[config.mk]
export PLATFORM = sky130hd
export DESIGN_NAME = dual_mode_countdown_temp_monitor_top
export DESIGN_NICKNAME = d
export VERILOG_FILES = /design/src/rtl/dmct_pkg.sv /design/src/rtl/dmct_regs.sv /design/src/rtl/dmct_in_stage.sv /design/src/rtl/dmct_core.sv /design/src/rtl/dual_mode_countdown_temp_monitor_top.sv
export SDC_FILE = /design/constraint.sdc
export NUM_CORES = 1
export LEC_CHECK = 0
export ABC_AREA = 0
export BUFFER_PORTS_ARGS = -buffer_cell sky130_fd_sc_hd__buf_2
export CORE_MARGIN = 10
export CORE_UTILIZATION = 25
export CTS_CLUSTER_SIZE = 14
export DETAILED_ROUTE_END_ITERATION = 10
export PLACE_DENSITY_LB_ADDON = 0.25
export SLEW_MARGIN = 5
export SYNTH_ARGS = -nofsm -noshare
export SYNTH_HDL_FRONTEND = slang
export SYNTH_HIERARCHICAL = 1
export SYNTH_SLANG_ARGS = --single-unit
[constraint.sdc]
create_clock -name aclk -period 8.53 [get_ports aclk]
set_input_delay 2.559 -clock aclk [delete_from_list [all_inputs] [get_ports aclk]]
set_output_delay 2.559 -clock aclk [all_outputs]
set_load 0.05 [all_outputs]
[src/rtl/dmct_pkg.sv]
// Shared types, constants and digit helpers for the dual-mode countdown and temperature monitor.
`default_nettype none

package dmct_pkg;

    localparam int IN_TDATA_W  = 16;
    localparam int IN_TUSER_W  = 3;
    localparam int OUT_TDATA_W = 48;
    localparam int APB_ADDR_W  = 4;
    localparam int APB_DATA_W  = 32;

    localparam logic [2:0] KIND_QUARTER    = 3'd0;
    localparam logic [2:0] KIND_SECOND     = 3'd1;
    localparam logic [2:0] KIND_START_STOP = 3'd2;
    localparam logic [2:0] KIND_MODE       = 3'd3;
    localparam logic [2:0] KIND_SAMPLE     = 3'd4;

    localparam logic [1:0] REG_SHORT_RELOAD = 2'd0;
    localparam logic [1:0] REG_LONG_RELOAD  = 2'd1;
    localparam logic [1:0] REG_QUARTERS     = 2'd2;
    localparam logic [1:0] REG_THRESHOLD    = 2'd3;

    localparam logic [6:0] SHORT_RELOAD_RST = 7'd10;
    localparam logic [6:0] LONG_RELOAD_RST  = 7'd60;
    localparam logic [3:0] QUARTERS_RST     = 4'd4;
    localparam logic [9:0] THRESHOLD_RST    = 10'd500;

    localparam logic [6:0] ADC_MUL   = 7'd125;
    localparam int         ADC_SHIFT = 7;

    typedef struct packed {
        logic [6:0] short_reload;
        logic [6:0] long_reload;
        logic [3:0] quarters;
        logic [9:0] threshold;
    } cfg_t;

    typedef struct packed {
        logic       valid;
        logic [2:0] kind;
        logic [9:0] temp;
    } in_item_t;

    // Quotient by ten of a 7-bit value, exact over the whole range.
    function automatic logic [3:0] div10_7(input logic [6:0] x);
        logic [14:0] p;
        p = 15'(x) * 15'd205;
        return p[14:11];
    endfunction

    // Quotient by ten of a 10-bit value, exact over the whole range.
    function automatic logic [6:0] div10_10(input logic [9:0] x);
        logic [17:0] p;
        p = 18'(x) * 18'd205;
        return p[17:11];
    endfunction

    // Quotient by one hundred of a 10-bit value, exact over the whole range.
    function automatic logic [3:0] div100_10(input logic [9:0] x);
        logic [15:0] p;
        p = 16'(x) * 16'd41;
        return p[15:12];
    endfunction

endpackage

`default_nettype wire

[src/rtl/dmct_regs.sv]
// APB register bank holding the reload values, prescale length and alarm threshold.
`default_nettype none

module dmct_regs import dmct_pkg::*; (
    input  wire logic                  aclk,
    input  wire logic                  aresetn,
    input  wire logic                  psel,
    input  wire logic                  penable,
    input  wire logic                  pwrite,
    input  wire logic [APB_ADDR_W-1:0] paddr,
    input  wire logic [APB_DATA_W-1:0] pwdata,
    output logic      [APB_DATA_W-1:0] prdata,
    output logic                       pready,
    output cfg_t                       cfg
);

    cfg_t       cfg_reg;
    logic       wr_en;
    logic [1:0] reg_sel;

    assign pready  = 1'b1;
    assign wr_en   = psel && penable && pwrite && pready;
    assign reg_sel = paddr[3:2];
    assign cfg     = cfg_reg;

    always_ff @(posedge aclk) begin
        if (!aresetn) begin
            cfg_reg.short_reload <= SHORT_RELOAD_RST;
            cfg_reg.long_reload  <= LONG_RELOAD_RST;
            cfg_reg.quarters     <= QUARTERS_RST;
            cfg_reg.threshold    <= THRESHOLD_RST;
        end else if (wr_en) begin
            unique case (reg_sel)
                REG_SHORT_RELOAD: cfg_reg.short_reload <= pwdata[6:0];
                REG_LONG_RELOAD:  cfg_reg.long_reload  <= pwdata[6:0];
                REG_QUARTERS:     cfg_reg.quarters     <= pwdata[3:0];
                REG_THRESHOLD:    cfg_reg.threshold    <= pwdata[9:0];
                default: ;
            endcase
        end
    end

    always_comb begin
        unique case (reg_sel)
            REG_SHORT_RELOAD: prdata = APB_DATA_W'(cfg_reg.short_reload);
            REG_LONG_RELOAD:  prdata = APB_DATA_W'(cfg_reg.long_reload);
            REG_QUARTERS:     prdata = APB_DATA_W'(cfg_reg.quarters);
            REG_THRESHOLD:    prdata = APB_DATA_W'(cfg_reg.threshold);
            default:          prdata = '0;
        endcase
    end

endmodule

`default_nettype wire

[src/rtl/dmct_in_stage.sv]
// Input register that captures each transaction and converts the ADC reading to tenths of a degree.
`default_nettype none

module dmct_in_stage import dmct_pkg::*; (
    input  wire logic                  aclk,
    input  wire logic                  aresetn,
    input  wire logic                  s_tvalid,
    output logic                       s_tready,
    input  wire logic [IN_TDATA_W-1:0] s_tdata,
    input  wire logic [IN_TUSER_W-1:0] s_tuser,
    input  wire logic                  advance,
    output in_item_t                   in_item
);

    logic       valid_reg;
    logic [2:0] kind_reg;
    logic [9:0] temp_reg;
    logic [16:0] scaled;

    assign s_tready = !valid_reg || advance;
    assign scaled   = 17'(s_tdata[9:0]) * 17'(ADC_MUL);

    always_ff @(posedge aclk) begin
        if (!aresetn) begin
            valid_reg <= 1'b0;
        end else if (s_tready) begin
            valid_reg <= s_tvalid;
        end
    end

    always_ff @(posedge aclk) begin
        if (s_tvalid && s_tready) begin
            kind_reg <= s_tuser[2:0];
            temp_reg <= scaled[ADC_SHIFT +: 10];
        end
    end

    assign in_item.valid = valid_reg;
    assign in_item.kind  = kind_reg;
    assign in_item.temp  = temp_reg;

endmodule

`default_nettype wire

[src/rtl/dmct_core.sv]
// Timer and temperature state, next-state logic and the result register with digit split.
`default_nettype none

module dmct_core import dmct_pkg::*; (
    input  wire logic                   aclk,
    input  wire logic                   aresetn,
    input  wire cfg_t                   cfg,
    input  wire in_item_t               in_item,
    output logic                        advance,
    output logic                        m_tvalid,
    input  wire logic                   m_tready,
    output logic      [OUT_TDATA_W-1:0] m_tdata
);

    logic       run_reg, run_next;
    logic       mode_reg, mode_next;
    logic [6:0] short_reg, short_next;
    logic [6:0] long_reg, long_next;
    logic [3:0] presc_reg, presc_next;
    logic [9:0] temp_reg, temp_next;
    logic       alarm_reg, alarm_next;
    logic       out_valid_reg;
    logic [OUT_TDATA_W-1:0] out_data_reg, out_data_next;
    logic       consume;

    logic [6:0] cnt;
    logic [3:0] cnt_tens, cnt_units;
    logic [6:0] t_div10;
    logic [3:0] t_hund, t_tens, t_units;

    assign advance  = !out_valid_reg || m_tready;
    assign consume  = in_item.valid && advance;
    assign m_tvalid = out_valid_reg;
    assign m_tdata  = out_data_reg;

    always_comb begin
        run_next   = run_reg;
        mode_next  = mode_reg;
        short_next = short_reg;
        long_next  = long_reg;
        presc_next = presc_reg;
        temp_next  = temp_reg;
        alarm_next = alarm_reg;
        case (in_item.kind)
            KIND_QUARTER: begin
                if (run_reg && !mode_reg) begin
                    if (presc_reg <= 4'd1) begin
                        presc_next = cfg.quarters;
                        if (short_reg <= 7'd1) begin
                            short_next = cfg.short_reload;
                            run_next   = 1'b0;
                        end else begin
                            short_next = short_reg - 7'd1;
                        end
                    end else begin
                        presc_next = presc_reg - 4'd1;
                    end
                end
            end
            KIND_SECOND: begin
                if (run_reg && mode_reg) begin
                    if (long_reg <= 7'd1) begin
                        long_next = cfg.long_reload;
                        run_next  = 1'b0;
                    end else begin
                        long_next = long_reg - 7'd1;
                    end
                end
            end
            KIND_START_STOP: begin
                run_next = !run_reg;
            end
            KIND_MODE: begin
                mode_next = !mode_reg;
                if (!mode_reg) begin
                    short_next = cfg.short_reload;
                end else begin
                    long_next = cfg.long_reload;
                end
            end
            KIND_SAMPLE: begin
                if (run_reg) begin
                    temp_next  = in_item.temp;
                    alarm_next = in_item.temp > cfg.threshold;
                end
            end
            default: ;
        endcase
    end

    always_comb begin
        cnt       = mode_next ? long_next : short_next;
        cnt_tens  = div10_7(cnt);
        cnt_units = 4'(cnt - 7'(cnt_tens) * 7'd10);
        t_div10   = div10_10(temp_next);
        t_hund    = div100_10(temp_next);
        t_tens    = 4'(t_div10 - 7'(t_hund) * 7'd10);
        t_units   = 4'(temp_next - 10'(t_div10) * 10'd10);
        out_data_next = {7'd0, alarm_next, t_units, t_tens, t_hund, temp_next,
                         mode_next, run_next, (cnt < 7'd10), cnt_units, cnt_tens, cnt};
    end

    always_ff @(posedge aclk) begin
        if (!aresetn) begin
            run_reg       <= 1'b0;
            mode_reg      <= 1'b0;
            short_reg     <= SHORT_RELOAD_RST;
            long_reg      <= LONG_RELOAD_RST;
            presc_reg     <= QUARTERS_RST;
            temp_reg      <= '0;
            alarm_reg     <= 1'b0;
            out_valid_reg <= 1'b0;
        end else begin
            if (consume) begin
                run_reg   <= run_next;
                mode_reg  <= mode_next;
                short_reg <= short_next;
                long_reg  <= long_next;
                presc_reg <= presc_next;
                temp_reg  <= temp_next;
                alarm_reg <= alarm_next;
            end
            if (advance) begin
                out_valid_reg <= in_item.valid;
            end
        end
    end

    always_ff @(posedge aclk) begin
        if (consume) begin
            out_data_reg <= out_data_next;
        end
    end

    a_result_follows: assert property (@(posedge aclk) disable iff (!aresetn)
        consume |=> out_valid_reg)
        else $error("Accepted transaction did not produce a result.");

    a_run_stops: assert property (@(posedge aclk) disable iff (!aresetn)
        $past(aresetn) && $fell(run_reg) |->
            $past(consume) && ($past(in_item.kind) == KIND_QUARTER ||
                               $past(in_item.kind) == KIND_SECOND ||
                               $past(in_item.kind) == KIND_START_STOP))
        else $error("Timer stopped without a tick or a start/stop press.");

    a_mode_change: assert property (@(posedge aclk) disable iff (!aresetn)
        $past(aresetn) && !$stable(mode_reg) |->
            $past(consume && in_item.kind == KIND_MODE))
        else $error("Mode changed without a mode toggle.");

    a_temp_change: assert property (@(posedge aclk) disable iff (!aresetn)
        $past(aresetn) && !$stable(temp_reg) |->
            $past(consume && in_item.kind == KIND_SAMPLE && run_reg))
        else $error("Temperature changed without a sample while running.");

endmodule

`default_nettype wire

[src/rtl/dual_mode_countdown_temp_monitor_top.sv]
// Top level of the dual-mode countdown timer with temperature monitor.
// Each input transaction (quarter tick, second tick, start/stop press, mode toggle or ADC
// sample, selected by s_tuser) yields exactly one result transaction that shows the timer
// and temperature state after that event. One transaction is taken every clock cycle while
// m_tready does not hold the result; each result passes through the input register (which
// also scales the ADC reading by 125/128) and then the result register. Registers on the
// APB port are at byte addresses 0x0 short reload, 0x4 long reload, 0x8 quarter ticks per
// second and 0xC alarm threshold in tenths of a degree; new reload values take effect at
// the next reload. Write them only while no transaction is in flight.
`default_nettype none

module dual_mode_countdown_temp_monitor_top import dmct_pkg::*; (
    input  wire logic                   aclk,
    input  wire logic                   aresetn,
    input  wire logic                   s_tvalid,
    output logic                        s_tready,
    // [9:0] adc_sample, upper bits ignored.
    input  wire logic [IN_TDATA_W-1:0]  s_tdata,
    // [2:0] kind.
    input  wire logic [IN_TUSER_W-1:0]  s_tuser,
    output logic                        m_tvalid,
    input  wire logic                   m_tready,
    // [6:0] remaining_seconds, [10:7] count_tens, [14:11] count_units, [15] tens_blank,
    // [16] running, [17] long_mode, [27:18] temp_tenths, [31:28] temp_hundreds,
    // [35:32] temp_tens, [39:36] temp_units, [40] over_temp, [47:41] zero.
    output logic      [OUT_TDATA_W-1:0] m_tdata,
    input  wire logic                   psel,
    input  wire logic                   penable,
    input  wire logic                   pwrite,
    input  wire logic [APB_ADDR_W-1:0]  paddr,
    input  wire logic [APB_DATA_W-1:0]  pwdata,
    output logic      [APB_DATA_W-1:0]  prdata,
    output logic                        pready
);

    cfg_t     cfg;
    in_item_t in_item;
    logic     advance;

    dmct_regs u_regs (
        .aclk    (aclk),
        .aresetn (aresetn),
        .psel    (psel),
        .penable (penable),
        .pwrite  (pwrite),
        .paddr   (paddr),
        .pwdata  (pwdata),
        .prdata  (prdata),
        .pready  (pready),
        .cfg     (cfg)
    );

    dmct_in_stage u_in_stage (
        .aclk     (aclk),
        .aresetn  (aresetn),
        .s_tvalid (s_tvalid),
        .s_tready (s_tready),
        .s_tdata  (s_tdata),
        .s_tuser  (s_tuser),
        .advance  (advance),
        .in_item  (in_item)
    );

    dmct_core u_core (
        .aclk     (aclk),
        .aresetn  (aresetn),
        .cfg      (cfg),
        .in_item  (in_item),
        .advance  (advance),
        .m_tvalid (m_tvalid),
        .m_tready (m_tready),
        .m_tdata  (m_tdata)
    );

endmodule

`default_nettype wire
==> key figures, run 1 <==
Setup path
  – Kind of launch point of the worst setup path: register
  – Crit path buf inv count: 4
  – FF-to-FF Start: u_in_stage/kind_reg[0]
  – Critical Path Most Common Cell: sky130_fd_sc_hd__xnor2_1
  – Critical path endpoint category: register
  – Crit path cell chain: nor4bb_4 > buf_4 > mux2i_1 > inv_1 > ha_1 > inv_1 > fa_1 > fa_1 > inv_1 > fa_1 > ha_1 > a21oi_1 > o21ai_0 > a21oi_1 > o21bai_1 > a21oi_1 > xor2_1 > fa_1 > xor2_1 > xnor2_1 > xnor2_1 > xnor2_1 > xnor2_1 > xnor2_1
  – Required time of the worst setup path: ~8.7 ns
  – Arrival time at the worst endpoint: approximately 7.4 ns
  – Register-to-Register Setup Slack: 1.32 ns
  – Maximum fanout along the worst path: 14
  – Maximum cell stage delay along the critical path: 0.78 ns
  – Capture instance of the worst register-to-register path: u_core/m_tdata[35]
  – Length in cells of the worst reg-to-reg path: 24
  – Critical path depth in cells: 24
  – End point of the critical path: u_core/m_tdata[35]
  – Largest delay share family, worst path: adder cells
  – Slowest cell on the critical path: sky130_fd_sc_hd__nor4bb_4
  – Type of the worst setup path: reg -> reg
  – Beginning of the critical path: u_in_stage/kind_reg[0]

STA
  – Slew HR: 0.397
  – Maximum operating frequency: between 100 and 150 MHz
  – Hold Worst Slack: slightly below 0.5 ns
  – Final min period: 7.21 ns
  – Least setup slack across all paths after layout: 1.32 ns
  – Final number of setup-violating endpoints: 0
  – Setup tns final: 0 ns
  – Final clock skew: about 0.011 ns
  – RSZ-0062 raised after global routing: false
  – Tightest Pin Transition: roughly 0.9 ns
  – Final worst path period share: 0.845
  – Number of pins with negative max-slew slack in the final report: 0
  – Number of failing hold endpoints at the final stage: 0

CTS
  – Cts-stage hold buffer count: 0
  – Setup fix buffers added after clock tree synthesis: 0
  – Buffer type at the clock tree root: sky130_fd_sc_hd__clkbuf_16
  – Deepest level of the CTS H-tree: 4
  – TritonCTS clock tree: built
  – CTS Sinks: between 100 and 150
  – Clock Latency Late Sink: 0.42 ns
  – Num CTS Buffers: 17
  – Clock-pin transition on the worst setup and hold timing paths: ~0.060 ns
  – Clock Path Buffers: 2
  – Post-cts gate resize count: 0

Yosys
  – Total of flip-flops plus latches after synthesis: between 100 and 150
  – Ranking of synthesized cells by area: sky130_fd_sc_hd__ha_1 (20%), sky130_fd_sc_hd__edfxtp_1 (15%), sky130_fd_sc_hd__dfxtp_1 (12%), sky130_fd_sc_hd__fa_1 (11%), sky130_fd_sc_hd__inv_1 (6.2%)
  – Most numerous cell in the Yosys netlist: sky130_fd_sc_hd__inv_1
  – EDFF count, synth: 52
  – Number of library cell types mapped by synthesis: a little under 90
  – Sequential element share of the synthesized area: 0.262
  – Average footprint of a synthesized cell: ~10 sq um
  – Cell type with the largest total area after synthesis: sky130_fd_sc_hd__ha_1
  – Portion of synthesized cell area occupied by the leading cell type: 0.197
  – Share of async-settable or async-resettable flops after synthesis: 0
  – Post-synthesis cell area: 10600 sq um
  – Synthesis Warnings: 6
  – Top flip-flop cell by instance count after synthesis: sky130_fd_sc_hd__dfxtp_1
  – Count of mapped cells out of synthesis: approximately 1.1k
  – Commonest cells in the netlist: sky130_fd_sc_hd__inv_1 (175), sky130_fd_sc_hd__ha_1 (167), sky130_fd_sc_hd__dfxtp_1 (61), sky130_fd_sc_hd__nand2_1 (61), sky130_fd_sc_hd__fa_1 (60)

Layout
  – Area growth syn-to-layout: 13.8%
  – Antenna fix cells: 0
  – Count of nets after finishing: around 1.5k
  – Fillers: around 4.4k
  – Flip-flop count of the largest register after layout: 39
  – Utilization of the core after routing: 0.288
  – Fraction of layout instances using a drive strength above 1: 0.144
  – Number of cells in the finished layout apart from fillers: roughly 1.7k

Placement
  – Dpl cells: roughly 1.7k
  – Detailed placer's ending HPWL: 20700 um
  – Placement-stage worst setup slack: 1.28 ns
  – Routability Congestion: slightly above 0.8
  – Port Buffers: 84

GRT
  – Wire length of the first global-routing pass: 42500 um
  – Initial antenna violation count: 0
  – Vias in the first global route: around 8k
  – Overall overflow remaining after global route: 0
  – Global-route usage over all layers: 0.105
  – Largest net degree at the start of global routing: between 70 and 80

Power and ir drop
  – Fraction of power consumed by combinational cells: 0.454
  – Cell leakage power: 0.00583 uW
  – Total power density per cell area: roughly 220 nW/um^2
  – IR drop worst, VDD: 0.114 mV
  – Power share of the clock group: 0.273
  – Sw power: about 1100 uW
  – Switching part of the total power: 0.401
  – Internal: between 1500 and 2000 uW
  – Flop pwr share: 0.274

Hold path
  – Hold WC Path Type: reg -> reg

Drt
  – First-pass iteration count of the detailed router: 6
  – Detail-routed via count per cell: 4.44
  – Detailed-route DRC error count: 0
  – Final WL: around 26000 um
  – DR vias: 7622
  – Wirelength per Cell: between 15 and 20 um
  – Remaining number of nets flagged by the antenna check after routing: 0
  – Iteration-0 DRC Markers: between 300 and 400

Floorplan
  – Starting density of the core: 0.253
  – Row Count: 75
  – Die area: 51100 sq um
  – I/O pins: between 100 and 150
  – Die extent in x: about 230 um
  – Placeable core region: between 40000 and 50000 sq um
  – Chip height: between 200 and 250 um

Job
  – Max-cap violation count: 0

Status
  – Status: completed
## cells by family (layout without fill, tap and decap cells)
| group | Yosys count | count (layout) | share of synthesized area |
|---|---|---|---|
| compound gates | 183 | 183 | 0.120 |
| xor+xnor | 37 | 37 | 0.0332 |
| fa+ha+maj | 227 | 227 | 0.310 |
| buf+inv | 242 | 302 | 0.100 |
| flops | 113 | 113 | 0.262 |
| mux | 49 | 49 | 0.0516 |
| other cells | 3 | 30 | 0.00106 |
| simple gates | 235 | 235 | 0.122 |
## placed cells by master (no fill, tap or decap), drive strengths merged, types with 11 or more instances in the layout
cell and n:
o21ai 47, o211a 12, clkbuf 18, fa 60
mux2i 39, buf 93, ha 167, xnor2 25
inv 184, nor2b 23, a21o 12, nand3 17
nor3 23, a21oi 46, conb 30, dfxtp 61
edfxtp 52, nor2 45, nand2 63, xor2 11
## final cells by class
cell class	instances	area (sq um)	area share
clock inverters	14	141	0.0117
flip-flops and latches	113	2780	0.230
repair buffers	93	488	0.0404
well taps	539	674	0.0558
inverters	177	664	0.0550
multi-input cells	761	6880	0.570
clock buffers	18	450	0.0373
## stage by stage
step / area [sq um] / power (uW)
floorplan: 10700 / 1690
detailed placement: 11500 / 1950
global placement: 11500 / 1940
finish: 12100 / 2650
CTS: 12100 / 2700
global route: 12100 / 2900
## tightest hold or removal path, cell delays in order (launching register included)
cell and delay, ns:
sky130_fd_sc_hd__dfxtp_1 0.32, sky130_fd_sc_hd__inv_1 0.05, sky130_fd_sc_hd__a21boi_0 0.06
## power groups by stage
stage	logic [uW]	registers (uW)	clock network, uW
after floorplan	885	805	0
after global placement	1200	740	0
after detailed placement	1210	740	0
after CTS	1220	728	750
after global routing	1390	734	775
final	1200	726	723
## how the worst min path moves through the flow
stage                         startpoint            endpoint  slack [ns]  depth (start not counted)
floorplan                 u_regs/cfg[11]      u_regs/cfg[11]        0.44                          2
global placement    u_in_stage/valid_reg     u_core/m_tvalid        0.46                          2
detailed placement  u_in_stage/valid_reg     u_core/m_tvalid        0.48                          2
CTS                 u_in_stage/valid_reg     u_core/m_tvalid        0.49                          2
global route          u_core/temp_reg[4]  u_core/temp_reg[4]        0.51                          2
finish              u_in_stage/valid_reg     u_core/m_tvalid        0.48                          2
## layer usage
metal  GRT usage  vias up  routed length [um]
met3      0.0208       15                 961
met2       0.174      134               12500
met4      0.0318        0                 300
met1       0.135     3637               12400
met5           0        -                   0
li1            -     3836                   -
(Power assumes the default switching activity.)
==> run 2: changes to the inputs <==
==> constraint.sdc (replaced) <==
create_clock -name aclk -period 6.2 [get_ports aclk]
set_input_delay 1.86 -clock aclk [delete_from_list [all_inputs] [get_ports aclk]]
set_output_delay 1.86 -clock aclk [all_outputs]
set_load 0.05 [all_outputs]
==> key figures, run 2 (same netlist as run 1, synthesis figures left out) <==
Status
  – Status: completed

STA
  – Number of pins with negative max-slew slack in the final report: 0 (unchanged)
  – RSZ-0062 raised after global routing: true
  – Tightest Pin Transition: 0.802 ns (-0.102 ns)
  – Least setup slack across all paths after layout: 0.211 ns (-1.11 ns)
  – Slew HR: 0.461 (+0.0639)
  – Maximum operating frequency: 167 MHz (+20%)
  – Final number of setup-violating endpoints: 0 (unchanged)
  – Number of failing hold endpoints at the final stage: 0 (unchanged)
  – Final clock skew: 0.0109 ns (-0.000349 ns)
  – Final min period: 5.99 ns (-1.22 ns)
  – Final worst path period share: 0.966 (+0.121)
  – Hold Worst Slack: 0.493 ns (+0.00993 ns)

Setup path
  – Kind of launch point of the worst setup path: register
  – Critical path endpoint category: register
  – Arrival time at the worst endpoint: 6.15 ns (-1.22 ns)
  – Critical Path Most Common Cell: sky130_fd_sc_hd__ha_1
  – Slowest cell on the critical path: sky130_fd_sc_hd__fa_1
  – Type of the worst setup path: reg -> reg
  – Maximum fanout along the worst path: 4 (-10)
  – Maximum cell stage delay along the critical path: 0.52 ns (-0.26 ns)
  – Required time of the worst setup path: 6.36 ns (-2.33 ns)

Power and ir drop
  – Total power density per cell area: 292 nW/um^2 (+33%)
  – Cell leakage power: 0.00635 uW (+8.9%)
  – IR drop worst, VDD: 0.178 mV (+55%)

CTS
  – Deepest level of the CTS H-tree: 4 (unchanged)
  – Clock-pin transition on the worst setup and hold timing paths: 0.06 ns (about the same)
  – TritonCTS clock tree: built
  – Num CTS Buffers: 17 (unchanged)
  – Buffer type at the clock tree root: sky130_fd_sc_hd__clkbuf_16
  – Clock Path Buffers: 2 (unchanged)
  – CTS Sinks: 113 (unchanged)
  – Cts-stage hold buffer count: 0 (unchanged)
  – Clock Latency Late Sink: 0.43 ns (about the same)

Placement
  – Area of placed instances: 12200 sq um (+6.3%)
  – Routability Congestion: 0.841 (+3.1%)
  – Dpl cells: 1773 (+5.3%)
  – Placement-stage worst setup slack: -0.120 ns (-1.40 ns)
  – Port Buffers: 84 (unchanged)
  – Detailed placer's ending HPWL: 22200 um (+7.4%)

GRT
  – Vias in the first global route: 8420 (+6.6%)
  – Overall overflow remaining after global route: 0 (unchanged)
  – Wire length of the first global-routing pass: 44900 um (+5.7%)
  – Initial antenna violation count: 4 (+4)
  – Largest net degree at the start of global routing: 52 (-31%)
  – Global-route usage over all layers: 0.111 (+0.00575)

Drt
  – Final WL: 27700 um (+5.9%)
  – Detail-routed via count per cell: 4.43 (-0.32%)
  – DR vias: 8041 (+5.5%)
  – Detailed-route DRC error count: 0 (unchanged)
  – Wirelength per Cell: 15.3 um (about the same)
  – First-pass iteration count of the detailed router: 5 (-1)
  – Remaining number of nets flagged by the antenna check after routing: 0 (unchanged)
  – Iteration-0 DRC Markers: 475 (+27%)

Floorplan
  – Starting density of the core: 0.253 (unchanged)
  – Row Count: 75 (unchanged)
  – Die extent in x: 226 um (unchanged)
  – I/O pins: 145 (unchanged)
  – Chip height: 226 um (unchanged)
  – Die area: 51100 sq um (unchanged)
  – Placeable core region: 41900 sq um (unchanged)

Job
  – Max-cap violation count: 0 (unchanged)

Layout
  – Flip-flop count of the largest register after layout: 39 (unchanged)
  – Fraction of layout instances using a drive strength above 1: 0.248 (+0.104)
  – Number of cells in the finished layout apart from fillers: 1815 (+5.8%)
  – Design area: 13300 sq um (+9.8%)
  – Count of nets after finishing: 1550 (+6.7%)
  – Most common cell after layout, fill and taps aside: sky130_fd_sc_hd__inv_1
  – Commonest cells after routing, fill and taps aside: sky130_fd_sc_hd__inv_1 (166), sky130_fd_sc_hd__ha_1 (155), sky130_fd_sc_hd__buf_4 (101), sky130_fd_sc_hd__buf_2 (84), sky130_fd_sc_hd__dfxtp_1 (61)
  – Area growth syn-to-layout: 25.0%

Hold path
  – Hold WC Path Type: reg -> reg
==> run 2: critical path: cells and delay by family (launching register included) <==
family / cells / cell delay (ns)
adders and majority gates: 8 / 2.44
AOI/OAI and AO/OA: 6 / 1.48
buffers and inverters: 6 / 0.61
xor gates and xnor gates: 3 / 0.52
DFF: 1 / 0.34
and+or+nand+nor: 3 / 0.32
==> run 2: routing by layer <==
| metal | GRT usage | vias to the layer above | share of wire |
|---|---|---|---|
| met1 | 0.145 | 3851 | 0.48 |
| met5 | 0 | - | 0.00097 |
| met2 | 0.179 | 136 | 0.47 |
| met4 | 0.0318 | 4 | 0.014 |
| li1 | - | 4025 | - |
| met3 | 0.0236 | 25 | 0.040 |
==> run 2: worst paths after layout <==
| path | startpoint | to | slack [ns] | cells after the start |
|---|---|---|---|---|
| hold reg to reg | u_in_stage/valid_reg | u_core/m_tvalid | 0.49 | 2 |
| setup reg to reg | u_core/long_reg[1] | u_core/m_tdata[14] | 0.21 | 26 |
| setup / recovery | u_core/long_reg[1] | u_core/m_tdata[14] | 0.21 | 26 |
| hold / removal | u_in_stage/valid_reg | u_core/m_tvalid | 0.49 | 2 |
==> run 2: repair_timing <==
action / 4_1_cts / 5_1_grt
setup endpoints to repair: 2 / 4
gates resized for setup: 9 / 58
endpoints found under the hold margin: 0 / 0
pin swaps: 8 / 20
setup buffers: 3 / 4
gates cloned: 1 / 0
==> run 2: where the power goes <==
group	switching, uW	internal, uW
clock network	364	671
logic	1050	786
registers	64.9	939
==> run 2: through the flow <==
stage	power (uW)	setup TNS, ns	utilization
2_1_floorplan	2330	0	-
3_3_place_gp	2780	-0.121	0.291
3_5_place_dp	2810	-0.193	0.291
4_1_cts	3870	0	0.308
5_1_grt	4230	-0.219	0.316
6_report	3880	0	0.316
==> run 2: area by class of cell <==
class / count / area (sq um)
inverters: 177 / 664
clock buffers: 22 / 444
well taps: 539 / 674
clock inverters: 10 / 159
multi-input cells: 761 / 7260
repair buffers: 191 / 1280
diodes: 2 / 5.00
fillers: 4326 / 28700
flip-flops and latches: 113 / 2780
